### config.mk
export PLATFORM = sky130hd
export DESIGN_NAME = buddy_block_allocator_unit
export DESIGN_NICKNAME = d
export VERILOG_FILES = /design/src/sv/bba_pkg.sv /design/src/sv/bba_datapath.sv /design/src/sv/bba_controller.sv /design/src/sv/buddy_block_allocator_unit.sv
export SDC_FILE = /design/constraint.sdc
export NUM_CORES = 1
export LEC_CHECK = 0
export BUFFER_PORTS_ARGS = -buffer_cell sky130_fd_sc_hd__buf_2
export CELL_PAD_IN_SITES_DETAIL_PLACEMENT = 0
export CELL_PAD_IN_SITES_GLOBAL_PLACEMENT = 2
export CORE_MARGIN = 5
export CORE_UTILIZATION = 42
export CTS_CLUSTER_SIZE = 28
export DETAILED_ROUTE_END_ITERATION = 10
export PLACE_DENSITY = 0.79
export SYNTH_ARGS = -nofsm -noshare
export SYNTH_HDL_FRONTEND = slang
export SYNTH_HIERARCHICAL = 1
export SYNTH_SLANG_ARGS = --single-unit
### constraint.sdc
create_clock -name clock -period 7.6 [get_ports clock]
set_input_delay 0.76 -clock clock [delete_from_list [all_inputs] [get_ports clock]]
set_output_delay 0.76 -clock clock [all_outputs]
set_load 0.02 [all_outputs]
### src/sv/bba_pkg.sv
// ----------------------------------------------------------------------------
// bba_pkg
// Shared constants, types and helpers of the buddy block allocator: pool
// geometry, status codes, the leaf table entry, and the command and status
// bundles between controller and datapath.
// ----------------------------------------------------------------------------
package bba_pkg;

   // pool geometry
   localparam int POOL_UNITS = 1024;
   localparam int MIN_BLOCK  = 32;
   localparam int LEAVES     = POOL_UNITS / MIN_BLOCK;
   localparam int LEAF_W     = $clog2(LEAVES);
   localparam int MIN_SHIFT  = $clog2(MIN_BLOCK);
   localparam int POOL_ORDER = $clog2(LEAVES);
   localparam int ORDER_W    = 3;

   // field widths
   localparam int SIZE_W   = 11;
   localparam int OFFSET_W = 10;
   localparam int STATUS_W = 2;

   // command codes
   localparam logic CMD_ALLOC = 1'b0;
   localparam logic CMD_FREE  = 1'b1;

   typedef enum logic [STATUS_W-1:0] {
      STATUS_OK      = 2'd0,
      STATUS_NOFIT   = 2'd1,
      STATUS_BADSIZE = 2'd2,
      STATUS_BADOFF  = 2'd3
   } status_type;

   // one leaf of the block table
   typedef struct packed {
      logic                head;
      logic [ORDER_W-1:0]  order;
      logic                used;
   } leaf_type;

   typedef enum logic [3:0] {
      ST_IDLE,
      ST_DECODE,
      ST_SCAN,
      ST_SPLIT,
      ST_FREE_CHECK,
      ST_MERGE,
      ST_RESPOND
   } state_type;

   typedef enum logic [2:0] {
      OP_NONE,
      OP_LOAD,
      OP_SCAN,
      OP_SPLIT,
      OP_ALLOC_COMMIT,
      OP_FREE_CHECK,
      OP_MERGE,
      OP_FREE_COMMIT
   } dp_op_type;

   typedef enum logic [1:0] {
      RD_SCAN,
      RD_LEAF,
      RD_BUDDY
   } rd_sel_type;

   typedef struct packed {
      dp_op_type   op;
      rd_sel_type  rd_sel;
      logic        rsp_load;
      status_type  rsp_code;
   } ctrl_cmd_type;

   typedef struct packed {
      logic is_free;
      logic req_zero;
      logic misaligned;
      logic scan_last;
      logic found;
      logic split_more;
      logic free_ok;
      logic merge_ok;
      logic rsp_busy;
   } dp_status_type;

   // units spanned by a block of the given order
   function automatic logic [SIZE_W-1:0] blk_size(input logic [ORDER_W-1:0] order);
      blk_size = SIZE_W'(MIN_BLOCK) << order;
   endfunction

endpackage

### src/sv/bba_datapath.sv
// ----------------------------------------------------------------------------
// bba_datapath
// Leaf table, scan and split/merge working registers and the result
// register. Performs one table read and at most one table write per cycle,
// as the controller commands.
// ----------------------------------------------------------------------------
module bba_datapath (
   input  logic                            clock,
   input  logic                            reset,
   input  logic                            req_command,
   input  logic [bba_pkg::SIZE_W-1:0]      req_request_size,
   input  logic [bba_pkg::OFFSET_W-1:0]    req_free_offset,
   input  bba_pkg::ctrl_cmd_type           ctrl,
   output bba_pkg::dp_status_type          stat,
   output logic                            rsp_valid,
   input  logic                            rsp_stall,
   output logic [bba_pkg::STATUS_W-1:0]    rsp_status,
   output logic [bba_pkg::OFFSET_W-1:0]    rsp_block_offset,
   output logic [bba_pkg::SIZE_W-1:0]      rsp_block_size
);

   // leaf table
   bba_pkg::leaf_type leaf_ff [bba_pkg::LEAVES];

   // working registers
   logic                           cmd_ff, cmd_in;
   logic [bba_pkg::SIZE_W-1:0]     size_ff, size_in;
   logic                           misaligned_ff, misaligned_in;
   logic [bba_pkg::LEAF_W-1:0]     idx_ff, idx_in;
   logic [bba_pkg::LEAF_W-1:0]     work_leaf_ff, work_leaf_in;
   logic [bba_pkg::ORDER_W-1:0]    work_ord_ff, work_ord_in;
   logic                           found_ff, found_in;

   // result register
   logic                           rsp_valid_ff, rsp_valid_in;
   logic [bba_pkg::STATUS_W-1:0]   rsp_status_ff, rsp_status_in;
   logic [bba_pkg::OFFSET_W-1:0]   rsp_offset_ff, rsp_offset_in;
   logic [bba_pkg::SIZE_W-1:0]     rsp_size_ff, rsp_size_in;

   // table access
   logic [bba_pkg::LEAF_W-1:0]     rd_addr;
   bba_pkg::leaf_type              rd_entry;
   logic [bba_pkg::SIZE_W-1:0]     rd_size;
   logic [bba_pkg::SIZE_W-1:0]     best_size;
   logic [bba_pkg::LEAF_W-1:0]     buddy;
   logic [bba_pkg::LEAF_W-1:0]     merge_lo;
   logic [bba_pkg::LEAF_W-1:0]     merge_hi;
   logic [bba_pkg::ORDER_W-1:0]    ord_dec;
   logic                           scan_hit;
   logic                           wr_en;
   logic [bba_pkg::LEAF_W-1:0]     wr_addr;
   bba_pkg::leaf_type              wr_entry;

   // buddy of the current block and the merge pair
   assign buddy    = work_leaf_ff ^ (bba_pkg::LEAF_W'(1) << work_ord_ff);
   assign merge_lo = (work_leaf_ff < buddy) ? work_leaf_ff : buddy;
   assign merge_hi = (work_leaf_ff < buddy) ? buddy : work_leaf_ff;
   assign ord_dec  = work_ord_ff - bba_pkg::ORDER_W'(1);

   // single read port
   always_comb begin
      case (ctrl.rd_sel)
         bba_pkg::RD_SCAN:  rd_addr = idx_ff;
         bba_pkg::RD_LEAF:  rd_addr = work_leaf_ff;
         bba_pkg::RD_BUDDY: rd_addr = buddy;
         default:           rd_addr = idx_ff;
      endcase
   end

   assign rd_entry  = leaf_ff[rd_addr];
   assign rd_size   = bba_pkg::blk_size(rd_entry.order);
   assign best_size = bba_pkg::blk_size(work_ord_ff);

   // free block that fits and is no larger than the best so far
   assign scan_hit = rd_entry.head && !rd_entry.used &&
                     (rd_size >= size_ff) && (rd_size <= best_size);

   // status towards the controller
   always_comb begin
      stat.is_free    = (cmd_ff == bba_pkg::CMD_FREE);
      stat.req_zero   = (size_ff == '0);
      stat.misaligned = misaligned_ff;
      stat.scan_last  = (idx_ff == bba_pkg::LEAF_W'(bba_pkg::LEAVES - 1));
      stat.found      = found_ff;
      stat.split_more = (work_ord_ff != '0) &&
                        ({size_ff, 1'b0} <= {1'b0, best_size});
      stat.free_ok    = rd_entry.head && rd_entry.used;
      stat.merge_ok   = (work_ord_ff < bba_pkg::ORDER_W'(bba_pkg::POOL_ORDER)) &&
                        rd_entry.head && !rd_entry.used &&
                        (rd_entry.order == work_ord_ff);
      stat.rsp_busy   = rsp_valid_ff && rsp_stall;
   end

   // working register updates and table write port
   always_comb begin
      cmd_in        = cmd_ff;
      size_in       = size_ff;
      misaligned_in = misaligned_ff;
      idx_in        = idx_ff;
      work_leaf_in  = work_leaf_ff;
      work_ord_in   = work_ord_ff;
      found_in      = found_ff;
      wr_en         = 1'b0;
      wr_addr       = work_leaf_ff;
      wr_entry      = '0;
      case (ctrl.op)
         bba_pkg::OP_LOAD: begin
            cmd_in        = req_command;
            size_in       = req_request_size;
            misaligned_in = (req_free_offset[bba_pkg::MIN_SHIFT-1:0] != '0);
            work_leaf_in  = req_free_offset[bba_pkg::OFFSET_W-1:bba_pkg::MIN_SHIFT];
            work_ord_in   = bba_pkg::ORDER_W'(bba_pkg::POOL_ORDER);
            idx_in        = '0;
            found_in      = 1'b0;
         end
         bba_pkg::OP_SCAN: begin
            idx_in = idx_ff + bba_pkg::LEAF_W'(1);
            if (scan_hit) begin
               found_in     = 1'b1;
               work_leaf_in = idx_ff;
               work_ord_in  = rd_entry.order;
            end
         end
         bba_pkg::OP_SPLIT: begin
            // upper half becomes a free block, lower half is kept
            work_ord_in = ord_dec;
            wr_en       = 1'b1;
            wr_addr     = work_leaf_ff | (bba_pkg::LEAF_W'(1) << ord_dec);
            wr_entry    = '{head: 1'b1, order: ord_dec, used: 1'b0};
         end
         bba_pkg::OP_ALLOC_COMMIT: begin
            wr_en    = 1'b1;
            wr_entry = '{head: 1'b1, order: work_ord_ff, used: 1'b1};
         end
         bba_pkg::OP_FREE_CHECK: begin
            if (stat.free_ok) begin
               wr_en       = 1'b1;
               wr_entry    = '{head: 1'b1, order: rd_entry.order, used: 1'b0};
               work_ord_in = rd_entry.order;
            end
         end
         bba_pkg::OP_MERGE: begin
            // upper block of the pair disappears into the lower one
            wr_en        = 1'b1;
            wr_addr      = merge_hi;
            wr_entry     = '0;
            work_leaf_in = merge_lo;
            work_ord_in  = work_ord_ff + bba_pkg::ORDER_W'(1);
         end
         bba_pkg::OP_FREE_COMMIT: begin
            wr_en    = 1'b1;
            wr_entry = '{head: 1'b1, order: work_ord_ff, used: 1'b0};
         end
         default: begin
         end
      endcase
   end

   // result register
   always_comb begin
      rsp_valid_in  = rsp_valid_ff && rsp_stall;
      rsp_status_in = rsp_status_ff;
      rsp_offset_in = rsp_offset_ff;
      rsp_size_in   = rsp_size_ff;
      if (ctrl.rsp_load) begin
         rsp_valid_in  = 1'b1;
         rsp_status_in = ctrl.rsp_code;
         if (ctrl.rsp_code == bba_pkg::STATUS_OK) begin
            rsp_offset_in = bba_pkg::OFFSET_W'(work_leaf_ff) << bba_pkg::MIN_SHIFT;
            rsp_size_in   = best_size;
         end else begin
            rsp_offset_in = '0;
            rsp_size_in   = '0;
         end
      end
   end

   // leaf table storage
   always_ff @(posedge clock) begin
      if (reset) begin
         for (int i = 1; i < bba_pkg::LEAVES; i++) begin
            leaf_ff[i] <= '0;
         end
         leaf_ff[0] <= '{head: 1'b1,
                         order: bba_pkg::ORDER_W'(bba_pkg::POOL_ORDER),
                         used: 1'b0};
      end else if (wr_en) begin
         leaf_ff[wr_addr] <= wr_entry;
      end
   end

   // control registers
   always_ff @(posedge clock) begin
      if (reset) begin
         rsp_valid_ff <= 1'b0;
         found_ff     <= 1'b0;
      end else begin
         rsp_valid_ff <= rsp_valid_in;
         found_ff     <= found_in;
      end
   end

   // payload registers
   always_ff @(posedge clock) begin
      cmd_ff        <= cmd_in;
      size_ff       <= size_in;
      misaligned_ff <= misaligned_in;
      idx_ff        <= idx_in;
      work_leaf_ff  <= work_leaf_in;
      work_ord_ff   <= work_ord_in;
      rsp_status_ff <= rsp_status_in;
      rsp_offset_ff <= rsp_offset_in;
      rsp_size_ff   <= rsp_size_in;
   end

   assign rsp_valid        = rsp_valid_ff;
   assign rsp_status       = rsp_status_ff;
   assign rsp_block_offset = rsp_offset_ff;
   assign rsp_block_size   = rsp_size_ff;

endmodule

### src/sv/bba_controller.sv
// ----------------------------------------------------------------------------
// bba_controller
// Sequencer of the allocator: takes one request beat, steps the datapath
// through scan and split for allocate, or check and merge for free, and
// hands the outcome to the result register.
// ----------------------------------------------------------------------------
module bba_controller (
   input  logic                     clock,
   input  logic                     reset,
   input  logic                     req_valid,
   output logic                     req_stall,
   input  bba_pkg::dp_status_type   stat,
   output bba_pkg::ctrl_cmd_type    ctrl
);

   bba_pkg::state_type  state_ff, state_in;
   bba_pkg::status_type code_ff, code_in;

   // next state
   always_comb begin
      state_in = state_ff;
      code_in  = code_ff;
      case (state_ff)
         bba_pkg::ST_IDLE: begin
            if (req_valid) begin
               state_in = bba_pkg::ST_DECODE;
            end
         end
         bba_pkg::ST_DECODE: begin
            if (stat.is_free) begin
               if (stat.misaligned) begin
                  code_in  = bba_pkg::STATUS_BADOFF;
                  state_in = bba_pkg::ST_RESPOND;
               end else begin
                  state_in = bba_pkg::ST_FREE_CHECK;
               end
            end else if (stat.req_zero) begin
               code_in  = bba_pkg::STATUS_BADSIZE;
               state_in = bba_pkg::ST_RESPOND;
            end else begin
               state_in = bba_pkg::ST_SCAN;
            end
         end
         bba_pkg::ST_SCAN: begin
            if (stat.scan_last) begin
               state_in = bba_pkg::ST_SPLIT;
            end
         end
         bba_pkg::ST_SPLIT: begin
            if (!stat.found) begin
               code_in  = bba_pkg::STATUS_NOFIT;
               state_in = bba_pkg::ST_RESPOND;
            end else if (!stat.split_more) begin
               code_in  = bba_pkg::STATUS_OK;
               state_in = bba_pkg::ST_RESPOND;
            end
         end
         bba_pkg::ST_FREE_CHECK: begin
            if (stat.free_ok) begin
               state_in = bba_pkg::ST_MERGE;
            end else begin
               code_in  = bba_pkg::STATUS_BADOFF;
               state_in = bba_pkg::ST_RESPOND;
            end
         end
         bba_pkg::ST_MERGE: begin
            if (!stat.merge_ok) begin
               code_in  = bba_pkg::STATUS_OK;
               state_in = bba_pkg::ST_RESPOND;
            end
         end
         bba_pkg::ST_RESPOND: begin
            if (!stat.rsp_busy) begin
               state_in = bba_pkg::ST_IDLE;
            end
         end
         default: begin
            state_in = bba_pkg::ST_IDLE;
         end
      endcase
   end

   // datapath commands
   always_comb begin
      ctrl.op       = bba_pkg::OP_NONE;
      ctrl.rd_sel   = bba_pkg::RD_SCAN;
      ctrl.rsp_load = 1'b0;
      ctrl.rsp_code = code_ff;
      req_stall     = 1'b1;
      case (state_ff)
         bba_pkg::ST_IDLE: begin
            req_stall = 1'b0;
            if (req_valid) begin
               ctrl.op = bba_pkg::OP_LOAD;
            end
         end
         bba_pkg::ST_SCAN: begin
            ctrl.op     = bba_pkg::OP_SCAN;
            ctrl.rd_sel = bba_pkg::RD_SCAN;
         end
         bba_pkg::ST_SPLIT: begin
            if (stat.found) begin
               ctrl.op = stat.split_more ? bba_pkg::OP_SPLIT : bba_pkg::OP_ALLOC_COMMIT;
            end
         end
         bba_pkg::ST_FREE_CHECK: begin
            ctrl.op     = bba_pkg::OP_FREE_CHECK;
            ctrl.rd_sel = bba_pkg::RD_LEAF;
         end
         bba_pkg::ST_MERGE: begin
            ctrl.rd_sel = bba_pkg::RD_BUDDY;
            ctrl.op     = stat.merge_ok ? bba_pkg::OP_MERGE : bba_pkg::OP_FREE_COMMIT;
         end
         bba_pkg::ST_RESPOND: begin
            ctrl.rsp_load = !stat.rsp_busy;
         end
         default: begin
         end
      endcase
   end

   always_ff @(posedge clock) begin
      if (reset) begin
         state_ff <= bba_pkg::ST_IDLE;
         code_ff  <= bba_pkg::STATUS_OK;
      end else begin
         state_ff <= state_in;
         code_ff  <= code_in;
      end
   end

endmodule

### src/sv/buddy_block_allocator_unit.sv
// ----------------------------------------------------------------------------
// buddy_block_allocator_unit
// Buddy allocator over a 1024-unit pool in 32-unit leaves: allocate takes
// the smallest fitting free block (highest address on ties) and splits it
// down; free releases a used block and merges it with free buddies.
// ----------------------------------------------------------------------------
//
//  channel  | direction | ports                                   | beat
//  ---------+-----------+-----------------------------------------+---------------
//  req      | in        | command, request_size, free_offset      | valid & !stall
//  rsp      | out       | status, block_offset, block_size        | valid & !stall
//
//  allocate: intake and decode, a scan of the leaf table (one leaf per
//    cycle on its single read port), split steps and a commit, then the
//    result is posted.
//  free: a check of the block, then one merge step per cycle; an offset
//    that holds no used block is reported without merging.
//  errors found at decode are reported without a scan or a merge.
//  one request at a time; a new request is taken while the previous result
//    still waits in the output register, and a stalled result only holds
//    the finish of the following request.
//  synchronous reset leaves the whole pool as one free block.
//
module buddy_block_allocator_unit (
   input  logic                            clock,
   input  logic                            reset,
   input  logic                            req_valid,
   output logic                            req_stall,
   input  logic                            req_command,
   input  logic [bba_pkg::SIZE_W-1:0]      req_request_size,
   input  logic [bba_pkg::OFFSET_W-1:0]    req_free_offset,
   output logic                            rsp_valid,
   input  logic                            rsp_stall,
   output logic [bba_pkg::STATUS_W-1:0]    rsp_status,
   output logic [bba_pkg::OFFSET_W-1:0]    rsp_block_offset,
   output logic [bba_pkg::SIZE_W-1:0]      rsp_block_size
);

   bba_pkg::ctrl_cmd_type  ctrl;
   bba_pkg::dp_status_type stat;

   // sequencer
   bba_controller u_ctrl (
      .clock     (clock),
      .reset     (reset),
      .req_valid (req_valid),
      .req_stall (req_stall),
      .stat      (stat),
      .ctrl      (ctrl)
   );

   // leaf table and result register
   bba_datapath u_dp (
      .clock            (clock),
      .reset            (reset),
      .req_command      (req_command),
      .req_request_size (req_request_size),
      .req_free_offset  (req_free_offset),
      .ctrl             (ctrl),
      .stat             (stat),
      .rsp_valid        (rsp_valid),
      .rsp_stall        (rsp_stall),
      .rsp_status       (rsp_status),
      .rsp_block_offset (rsp_block_offset),
      .rsp_block_size   (rsp_block_size)
   );

endmodule

==> out/results.ini, run 1 <==
[global_routing]
grt_util_met3_pct = 4.56
grt_max_degree = 97
grt_pass1_wl_mm = 58.1
grt_remaining_overflow = 0
use_met1_pct = 35.7
grt_usage_pct = 24.2
grt.busiest_layer = met2
antenna_found_initial = 0
grt_pass1_vias = 9070
use_met2_pct = 36.9

[routing]
first_pass_iters = 5
drc = 0
vias = 9541
detail_route.iter0.violations = 1058
detail-route-antenna-nets = 0
drt_wl_total_mm = 38.9
vias_per_cell = 6.16
wl_per_cell_microns = 25.1

[timing]
whs_ns = 0.407
slew_headroom_pct = 31.1
min_period_ns = 7.19
slew_viol_final = 0
finalSetupTns_ns = 0
grt_setup_unrepaired = true
skew_ns = 0.0126
hold_viol = 0
finalCritPeriodShare_pct = 94.6
worst_pin_slew_ns = 1.03
fmax_ghz = 0.139
timing.final.ws_setup_ns = 0.413
setup_viol = 0

[placed_design]
placed_cells = 1499
gp_congestion = 0.893
hpwl_mm = 26.6
preCtsSetupSlack_ns = 0.131
io_buffers = 40

[critical_path]
r2r_slack_ns = 0.41
worst-setup-path-type = flip-flop to flip-flop
critPathArrivalTime_ns = 7.35
worst_ep_required_time_ns = 7.76
endpoint_kind = flip-flop
start_kind = flip-flop
crit_fanout = 40

[pwr]
switching_power_mw = 2.66
vdd_drop_max_mv = 0.237
internal_power_mw = 3.04
p_leak_nw = 4.69
p_total_mw = 5.70
switching_share_pct = 46.6
power_density_nw_per_um2 = 419
combPwrFrac_pct = 53.9
power_frac_seq_pct = 26.2
power.share.clock_pct = 19.9

[layout]
drive_gt1_share_pct = 20.3
mostFrequentLayoutCell = edfxtp_1
final_cell_mix = 199 x edfxtp_1, 118 x nand2_1, 77 x buf_4
fin_nets = 1209
fillers = 2616
syn_to_final_growth_pct = 13.8
final_cells = 1550
insertedDiodeCount = 0

[yosys]
synthFlopType = edfxtp_1
yosysTopAreaCell = edfxtp_1
netlist.area_leader.share_pct = 50.0
postSynthAreaPerCell_sq_um = 10.7
ys_warn_count = 6
postSynth.asyncResetShare_pct = 0
synth_edf_count = 199
synth-seq-cells = 206
synth_area_sq_um = 12000
netlist_instances = 1116
seq_area_frac_synth_pct = 51.1
synth_cell_types = 86
yosys-top-cells-area = edfxtp_1 50%, nand2_1 3.9%, nor4_1 3.7%, nor3_1 3.3%, ha_1 3.0%

[clock_network]
clockRootBuffer = clkbuf_16
numCtsBuffers = 24
cts_tree = yes
ctsHtreeMaxLevel = 1
cts_sinks = 206
insertion_delay_ns = 0.53
ctsHoldBuffers = 0
clock_path_buffers = 3
clk_pin_slew_ns = 0.06

[floorplanning]
initial_core_util_pct = 42.8
core_area_sq_um = 27900
die_w_microns = 179
die_area_sq_um = 31900
die_y_microns = 179
io_pins = 51
num_rows = 61

[run]
maxCapViolations = 0

[status]
outcome = complete, no violations

[hold_path]
hp-class = input port to flip-flop

[layer usage]
metal  vias to the layer above  part of all wire (%)
li1                       4368                     -
met1                      4716                    45
met2                       388                    44
met3                        69                   8.1
met4                         0                   2.5
met5                         -                     0
[cell usage after synthesis, types with 18 or more instances]
cell type / count
nor4_2: 28
nor3_1: 78
o21ai_0: 37
buf_4: 18
nor2_1: 52
a21oi_1: 28
nor4_1: 70
clkbuf_1: 63
mux2i_1: 24
nand2_1: 123
edfxtp_1: 199
o211ai_1: 28
buf_2: 24
inv_1: 42
ha_1: 29
[flip-flops by register name (all words and copies together) (netlist names)]
| register | cells |
|---|---|
| u_dp/misaligned_ff | 1 |
| u_dp/rsp_block_size | 6 |
| u_dp/rsp_block_offset | 5 |
| u_dp/leaf_ff | 160 |
| u_dp/rsp_status | 2 |
| u_dp/work_leaf_ff | 5 |
| u_dp/found_ff | 1 |
| u_dp/cmd_ff | 1 |
| u_ctrl/state_ff | 3 |
| u_dp/size_ff | 11 |
| u_dp/idx_ff | 5 |
| u_ctrl/code_ff | 2 |
| u_dp/rsp_valid | 1 |
| u_dp/work_ord_ff | 3 |
[cell families (layout without fill, tap and decap cells)]
logic type | count (synthesis) | in the layout | share of synthesized area (%)
flip-flops | 206 | 206 | 51.1
adder cells (fa/ha/maj) | 29 | 29 | 3.03
other | 1 | 10 | 0.0314
XOR/XNOR | 10 | 10 | 0.732
AND/OR/NAND/NOR | 437 | 437 | 20.1
multiplexers | 39 | 39 | 4.36
buffers and inverters | 164 | 211 | 6.52
AO/OA/AOI/OAI | 230 | 230 | 14.1
[layout make-up]
cell class	count	area [sq um]	share of cell area (%)
clock buffers	29	641	4.71
multi-input cells	755	5210	38.3
repair buffers	121	850	6.24
flip-flops and latches	206	6120	44.9
well taps	378	473	3.48
clock inverters	15	130	0.956
inverters	46	186	1.37
[per-stage QoR]
stage / utilization [%] / cell area, sq um
2_1_floorplan: - / 12000
3_3_place_gp: 45.5 / 12700
3_5_place_dp: 45.5 / 12700
4_1_cts: 48.3 / 13500
5_1_grt: 48.7 / 13600
6_report: 48.7 / 13600
[critical path, stage by stage (launching register included)]
cell and delay, ns:
edfxtp_1 0.46, inv_1 0.21, ha_2 0.28, nand2_1 0.14, inv_1 0.14, ha_1 0.26, nor2b_1 0.24, buf_6 0.24
o31ai_4 0.10, buf_12 0.22, a221oi_1 0.42, o31ai_1 0.20, or4_1 0.63, nand2_2 0.24, and3_1 0.19, o211a_1 0.21
nand2_1 0.09, a221oi_1 0.24, a21oi_1 0.11, nand2b_1 0.18, buf_4 0.22, or2_2 0.30, nor2_1 0.18, nor3_2 0.16
nor2_1 0.41, buf_4 0.23, nand2_1 0.06, o21ai_1 0.42
[repair_timing]
item,in CTS,in global routing
endpoints found under the setup margin,0,240
resized for setup,0,24
hold endpoints to repair,0,0
buffers inserted,0,7
[worst paths after layout]
| path | cells after the start | start | to |
|---|---|---|---|
| worst max-delay path | 27 | u_dp/work_ord_ff[0] | u_dp/leaf_ff[25][0] |
| worst max register to register | 27 | u_dp/work_ord_ff[0] | u_dp/leaf_ff[25][0] |
| worst min register to register | 0 | u_ctrl/code_ff[0] | u_dp/rsp_status[0] |
| worst min-delay path | 1 | req_request_size[6] | u_dp/size_ff[6] |
[power by group through the flow]
stage               Clock (mW)  Combinational [mW]  Sequential [mW]
finish                    1.14                3.07             1.49
global placement             0                2.94             1.51
global route              1.20                3.27             1.50
CTS                       1.16                2.95             1.49
detailed placement           0                2.94             1.51
floorplan                    0                1.99             1.46
Note: power is estimated with default switching activity, not from simulation.
==> run 2, diff against run 1 <==
--- a/config.mk
+++ b/config.mk
@@ -12,7 +12,8 @@
 export CORE_UTILIZATION = 42
 export CTS_CLUSTER_SIZE = 28
 export DETAILED_ROUTE_END_ITERATION = 10
-export PLACE_DENSITY = 0.79
+export PLACE_DENSITY = 0.84
+export RECOVER_POWER = 100
 export SYNTH_ARGS = -nofsm -noshare
 export SYNTH_HDL_FRONTEND = slang
 export SYNTH_HIERARCHICAL = 1
==> out/results.ini, run 2 (synthesis gave the netlist of run 1 again) <==
[run]
maxCapViolations = 1  ; +1

[routing]
first_pass_iters = 5  ; unchanged
vias_per_cell = 6.18  ; +0.37%
drc = 0  ; unchanged
detail-route-antenna-nets = 0  ; unchanged
detail_route.iter0.violations = 968  ; -8.5%
vias = 9564  ; +0.24%
wl_per_cell_microns = 25.1  ; -0.21%
drt_wl_total_mm = 38.8  ; -0.33%

[placed_design]
preCtsSetupSlack_ns = 0.181  ; +0.0502 ns
placed_cell_area_sq_um = 12800  ; +0.33%
placed_cells = 1503  ; +0.27%
gp_congestion = 0.879  ; -1.6%
hpwl_mm = 26.6  ; about the same
io_buffers = 40  ; unchanged

[clock_network]
clockRootBuffer = clkbuf_16
numCtsBuffers = 24  ; unchanged
clock_path_buffers = 3  ; unchanged
cts_sinks = 206  ; unchanged
clk_pin_slew_ns = 0.06  ; about the same
ctsHtreeMaxLevel = 1  ; unchanged
cts_tree = yes
insertion_delay_ns = 0.53  ; about the same

[critical_path]
worst-setup-path-type = flip-flop to flip-flop
reg2reg_from = u_dp/work_ord_ff[0]
worst_ep_required_time_ns = 7.84  ; +0.08 ns
cp_common_cell = nand2_1
cpPeakStageDelay_ns = 0.61  ; -0.02 ns
start_kind = flip-flop
r2r_slack_ns = 0.48  ; +0.07 ns
reg2reg_depth = 28  ; +3.7%
critical-path-slowest-cell = mux4_1
endpoint_kind = flip-flop
critPathArrivalTime_ns = 7.36  ; about the same
crit_fanout = 26  ; -35%
r2r-end = u_dp/leaf_ff[30][4]

[timing]
grt_setup_unrepaired = false
worst_pin_slew_ns = 1.94  ; +0.909 ns
min_period_ns = 7.12  ; -0.0703 ns
whs_ns = 0.405  ; -0.00195 ns
fmax_ghz = 0.141  ; +0.99%
setup_viol = 0  ; unchanged
slew_viol_final = 15  ; +15
timing.final.ws_setup_ns = 0.484  ; +0.0703 ns
skew_ns = 0.0115  ; -0.00112 ns
finalCritPeriodShare_pct = 93.6  ; -0.92 points
hold_viol = 0  ; unchanged
slew_headroom_pct = -30.1  ; -61 points
finalSetupTns_ns = 0  ; unchanged

[layout]
final_util_pct = 47.6  ; -1.1 points
final_cell_mix = 199 x edfxtp_1, 116 x nand2_1, 90 x nor4_1
mostFrequentLayoutCell = edfxtp_1
drive_gt1_share_pct = 15.5  ; -4.8 points
fin_nets = 1208  ; -0.083%
design_area_sq_um = 13300  ; -2.2%
largest_reg_flops = 160  ; unchanged
final_cells = 1548  ; -0.13%
top_register = u_dp/leaf_ff
syn_to_final_growth_pct = 11.2
insertedDiodeCount = 0  ; unchanged
fillers = 2691  ; +2.9%

[floorplanning]
die_w_microns = 179  ; unchanged
core_area_sq_um = 27900  ; unchanged
io_pins = 51  ; unchanged
die_area_sq_um = 31900  ; unchanged
initial_core_util_pct = 42.8  ; unchanged
num_rows = 61  ; unchanged
die_y_microns = 179  ; unchanged

[global_routing]
grt_max_degree = 65  ; -33%
grt_pass1_wl_mm = 58.5  ; +0.68%
grt_usage_pct = 24.1  ; -0.088 points
antenna_found_initial = 0  ; unchanged
grt_pass1_vias = 9342  ; +3.0%
grt_remaining_overflow = 0  ; unchanged

[pwr]
vdd_drop_max_mv = 0.215  ; -9.3%
power_density_nw_per_um2 = 415  ; -1.1%
p_total_mw = 5.51  ; -3.3%
p_leak_nw = 4.55  ; -3.0%

[hold_path]
whs_endpoint = u_dp/size_ff[6]
holdCritStartpoint = req_request_size[6]
hp-class = input port to flip-flop
holdPathStages = 1  ; unchanged

[status]
violations = capacitance limit, slew limit
outcome = finished with violations

[run 2: cell types whose count changed in the layout (fill, tap and decap cells not counted), moves of 15 or more]
| cell | delta |
|---|---|
| buf_2 | -15 |
| buf_4 | -35 |
| clkbuf_1 | +36 |
| clkbuf_2 | +16 |
| nor4_1 | +20 |
| nor4_2 | -20 |
[run 2: final cells by class]
class	count	area [sq um]	share of cell area, %
Clock buffer	34	638	4.80
Timing Repair Buffer	120	743	5.59
Clock inverter	9	60.1	0.451
Inverter	46	186	1.40
Multi-Input combinational cell	755	5090	38.2
Sequential cell	206	6120	46.0
Tap cell	378	473	3.55
[run 2: worst max path at each step]
stage / start / endpoint / slack (ns) / cells past startpoint
after detailed placement: u_dp/work_ord_ff[0] / u_dp/leaf_ff[25][4] / 0.18 / 27
after global placement: u_dp/work_ord_ff[0] / u_dp/leaf_ff[25][4] / 0.36 / 27
after global routing: u_dp/work_ord_ff[1] / u_dp/leaf_ff[12][0] / 0.03 / 27
after floorplan: u_dp/work_ord_ff[0] / u_dp/leaf_ff[0][0] / 1.20 / 31
final: u_dp/work_ord_ff[0] / u_dp/leaf_ff[30][4] / 0.48 / 28
after CTS: u_dp/work_ord_ff[0] / u_dp/leaf_ff[25][2] / 0.14 / 27
[run 2: metal layers]
layer	GRT usage (%)	wire length [microns]
met3	4.87	2910
met2	38.1	17600
met5	0	0
met1	33.6	16900
met4	7.71	1360
[run 2: timing repair]
item	CTS	global route
gates resized for setup	0	28
setup endpoints to repair	0	285
buffers inserted	0	2
hold buffers	0	0
[run 2: power by group]
group	leakage [nW]	internal [mW]	total [mW]	switching, mW
registers	2.06	1.39	1.48	0.0889
logic	2.15	0.936	2.98	2.05
clock network	0.337	0.586	1.05	0.462
[run 2: critical path, delay by kind of cell (launching register included)]
family / cells / cell delay, ns
AO/OA/AOI/OAI: 10 / 2.35
flip-flops: 1 / 0.45
buffers and inverters: 7 / 1.58
multiplexers: 1 / 0.61
adder cells (fa/ha/maj): 2 / 0.60
AND/OR/NAND/NOR: 8 / 1.18
==> run 3, diff against run 2 <==
==> constraint.sdc (replaced) <==
create_clock -name clock -period 7.98 [get_ports clock]
set_input_delay 0.798 -clock clock [delete_from_list [all_inputs] [get_ports clock]]
set_output_delay 0.798 -clock clock [all_outputs]
set_load 0.02 [all_outputs]
==> out/results.ini, run 3 (synthesis gave the netlist of run 1 again) <==
[routing]
wl_per_cell_microns = 24.8  ; -1.1%
detail_route.iter0.violations = 1063  ; +9.8%
detail-route-antenna-nets = 0  ; unchanged
drc = 0  ; unchanged
first_pass_iters = 5  ; unchanged
vias_per_cell = 6.19  ; +0.22%
drt_wl_total_mm = 38.0  ; -2.0%
vias = 9498  ; -0.69%

[layout]
syn_to_final_growth_pct = 10.6
top_register = u_dp/leaf_ff
fin_nets = 1195  ; -1.1%
largest_reg_flops = 160  ; unchanged
fillers = 2696  ; +0.19%
drive_gt1_share_pct = 13.3  ; -2.1 points
final_cell_mix = 199 x edfxtp_1, 123 x nand2_1, 88 x nor4_1
mostFrequentLayoutCell = edfxtp_1
insertedDiodeCount = 0  ; unchanged

[clock_network]
insertion_delay_ns = 0.54  ; about the same
ctsHtreeMaxLevel = 1  ; unchanged
cts_tree = yes
clockRootBuffer = clkbuf_16
clk_pin_slew_ns = 0.06  ; about the same
ctsHoldBuffers = 0  ; unchanged
clock_path_buffers = 3  ; unchanged
cts_sinks = 206  ; unchanged
numCtsBuffers = 24  ; unchanged

[placed_design]
io_buffers = 40  ; unchanged
hpwl_mm = 26.3  ; -1.2%
gp_congestion = 0.912  ; +3.7%

[timing]
finalCritPeriodShare_pct = 93.9  ; +0.28 points
hold_viol = 0  ; unchanged
slew_headroom_pct = -26.3  ; +3.8 points
finalSetupTns_ns = 0  ; unchanged
fmax_ghz = 0.133  ; -5.0%
setup_viol = 0  ; unchanged
slew_viol_final = 15  ; unchanged
skew_ns = 0.0267  ; +0.0152 ns
min_period_ns = 7.49  ; +0.378 ns
worst_pin_slew_ns = 1.88  ; -0.0565 ns

[global_routing]
antenna_found_initial = 1  ; +1
grt_pass1_wl_mm = 57.1  ; -2.3%
grt_remaining_overflow = 0  ; unchanged
grt_max_degree = 70  ; +7.7%
grt_usage_pct = 23.7  ; -0.48 points
grt_pass1_vias = 9035  ; -3.3%

[pwr]
p_total_mw = 5.28  ; -4.2%
vdd_drop_max_mv = 0.248  ; +15%
internal_power_mw = 2.84  ; -2.6%
power_frac_seq_pct = 27.1  ; +0.2 points
power_density_nw_per_um2 = 399  ; -3.6%
switching_share_pct = 46.2  ; -0.91 points
p_leak_nw = 4.50  ; -1.2%
combPwrFrac_pct = 52.7  ; -1.4 points
power.share.clock_pct = 20.2  ; +1.2 points
switching_power_mw = 2.44  ; -6.1%

[floorplanning]
die_area_sq_um = 31900  ; unchanged
num_rows = 61  ; unchanged
die_w_microns = 179  ; unchanged
io_pins = 51  ; unchanged
die_y_microns = 179  ; unchanged
initial_core_util_pct = 42.8  ; unchanged
core_area_sq_um = 27900  ; unchanged

[hold_path]
hp-class = input port to flip-flop

[critical_path]
worst-setup-path-type = flip-flop to flip-flop
critPathArrivalTime_ns = 7.74  ; +0.38 ns
start_kind = flip-flop
endpoint_kind = flip-flop
worst_ep_required_time_ns = 8.23  ; +0.39 ns
crit_fanout = 34  ; +31%

[run]
maxCapViolations = 1  ; unchanged

[status]
violations = capacitance limit, slew limit
outcome = finished with violations

[run 3: cell types whose count changed in the layout (fill, tap and decap cells not counted), moves of 3 or more]
cell | previous run | this run
clkbuf_1 | 40 | 37
clkbuf_2 | 16 | 6
nand2_1 | 116 | 123
nand2_2 | 8 | 1
o21ai_1 | 6 | 13
o21ai_2 | 7 | 1
[run 3: worst paths after layout]
path	to	startpoint	slack (ns)	cells past startpoint
worst min register to register	u_dp/rsp_status[0]	u_ctrl/code_ff[0]	0.49	0
worst max-delay path	u_dp/leaf_ff[0][4]	u_ctrl/state_ff[2]	0.49	25
worst min-delay path	u_dp/size_ff[3]	req_request_size[3]	0.44	1
worst max register to register	u_dp/leaf_ff[0][4]	u_ctrl/state_ff[2]	0.49	25
[run 3: cell type report]
cell class / count / area [sq um] / share of cell area, %
clock inverter: 11 / 114 / 0.861
sequential: 206 / 6120 / 46.2
tap: 378 / 473 / 3.58
clock buffer: 31 / 647 / 4.89
inverter: 46 / 186 / 1.41
timing repair buffer: 107 / 656 / 4.96
multi-input combinational: 755 / 5030 / 38.1
[run 3: per-layer routing]
metal  vias to the layer above  part of all wire [%]  track usage [%]
met5                         -                 0.021                0
met2                       434                    45             35.9
li1                       4344                     -                -
met4                         2                   3.3             7.93
met3                        78                   8.4             4.43
met1                      4640                    44             34.2
[run 3: power by group through the flow]
stage / Combinational [mW] / Sequential (mW) / Clock [mW]
6_report: 2.78 / 1.43 / 1.07
2_1_floorplan: 1.89 / 1.39 / 0
3_3_place_gp: 2.75 / 1.45 / 0
4_1_cts: 2.77 / 1.43 / 1.09
3_5_place_dp: 2.76 / 1.45 / 0
5_1_grt: 2.99 / 1.45 / 1.13
[run 3: what timing repair did]
action | in CTS | in global routing
setup endpoints to repair | 0 | 90
gates resized for setup | 0 | 5
setup buffers | 0 | 1
[run 3: worst max-delay path: stages (launching register included)]
cell and delay, ns:
dfxtp_1 0.66, nand2_1 0.19, nor2_1 0.23, inv_1 0.07, ha_1 0.23, and2_1 0.41
o31ai_4 0.39, buf_12 0.26, mux2i_1 0.11, a221oi_1 0.61, or4_1 0.38, nand2_2 0.19
nor4_1 0.28, o211a_1 0.25, nand2_1 0.09, a221oi_1 0.25, a21oi_1 0.10, nand2b_1 0.19
nor2_1 0.26, o21a_1 0.31, o211a_2 0.37, nand2_1 0.19, nor2_1 0.19, nand2_1 0.07
clkbuf_2 0.32, or4b_1 0.56
[run 3: metrics by stage]
step	cells	hold WS, ns	utilization (%)	instance area, sq um	worst slack (ns)
2_1_floorplan	1125	0.446	-	12000	1.58
3_3_place_gp	1491	0.476	45.4	12700	0.590
3_5_place_dp	1491	0.466	45.4	12700	0.559
4_1_cts	1533	0.418	48.1	13400	0.544
5_1_grt	1534	0.425	47.3	13200	-0.000914
6_report	1534	0.437	47.3	13200	0.485
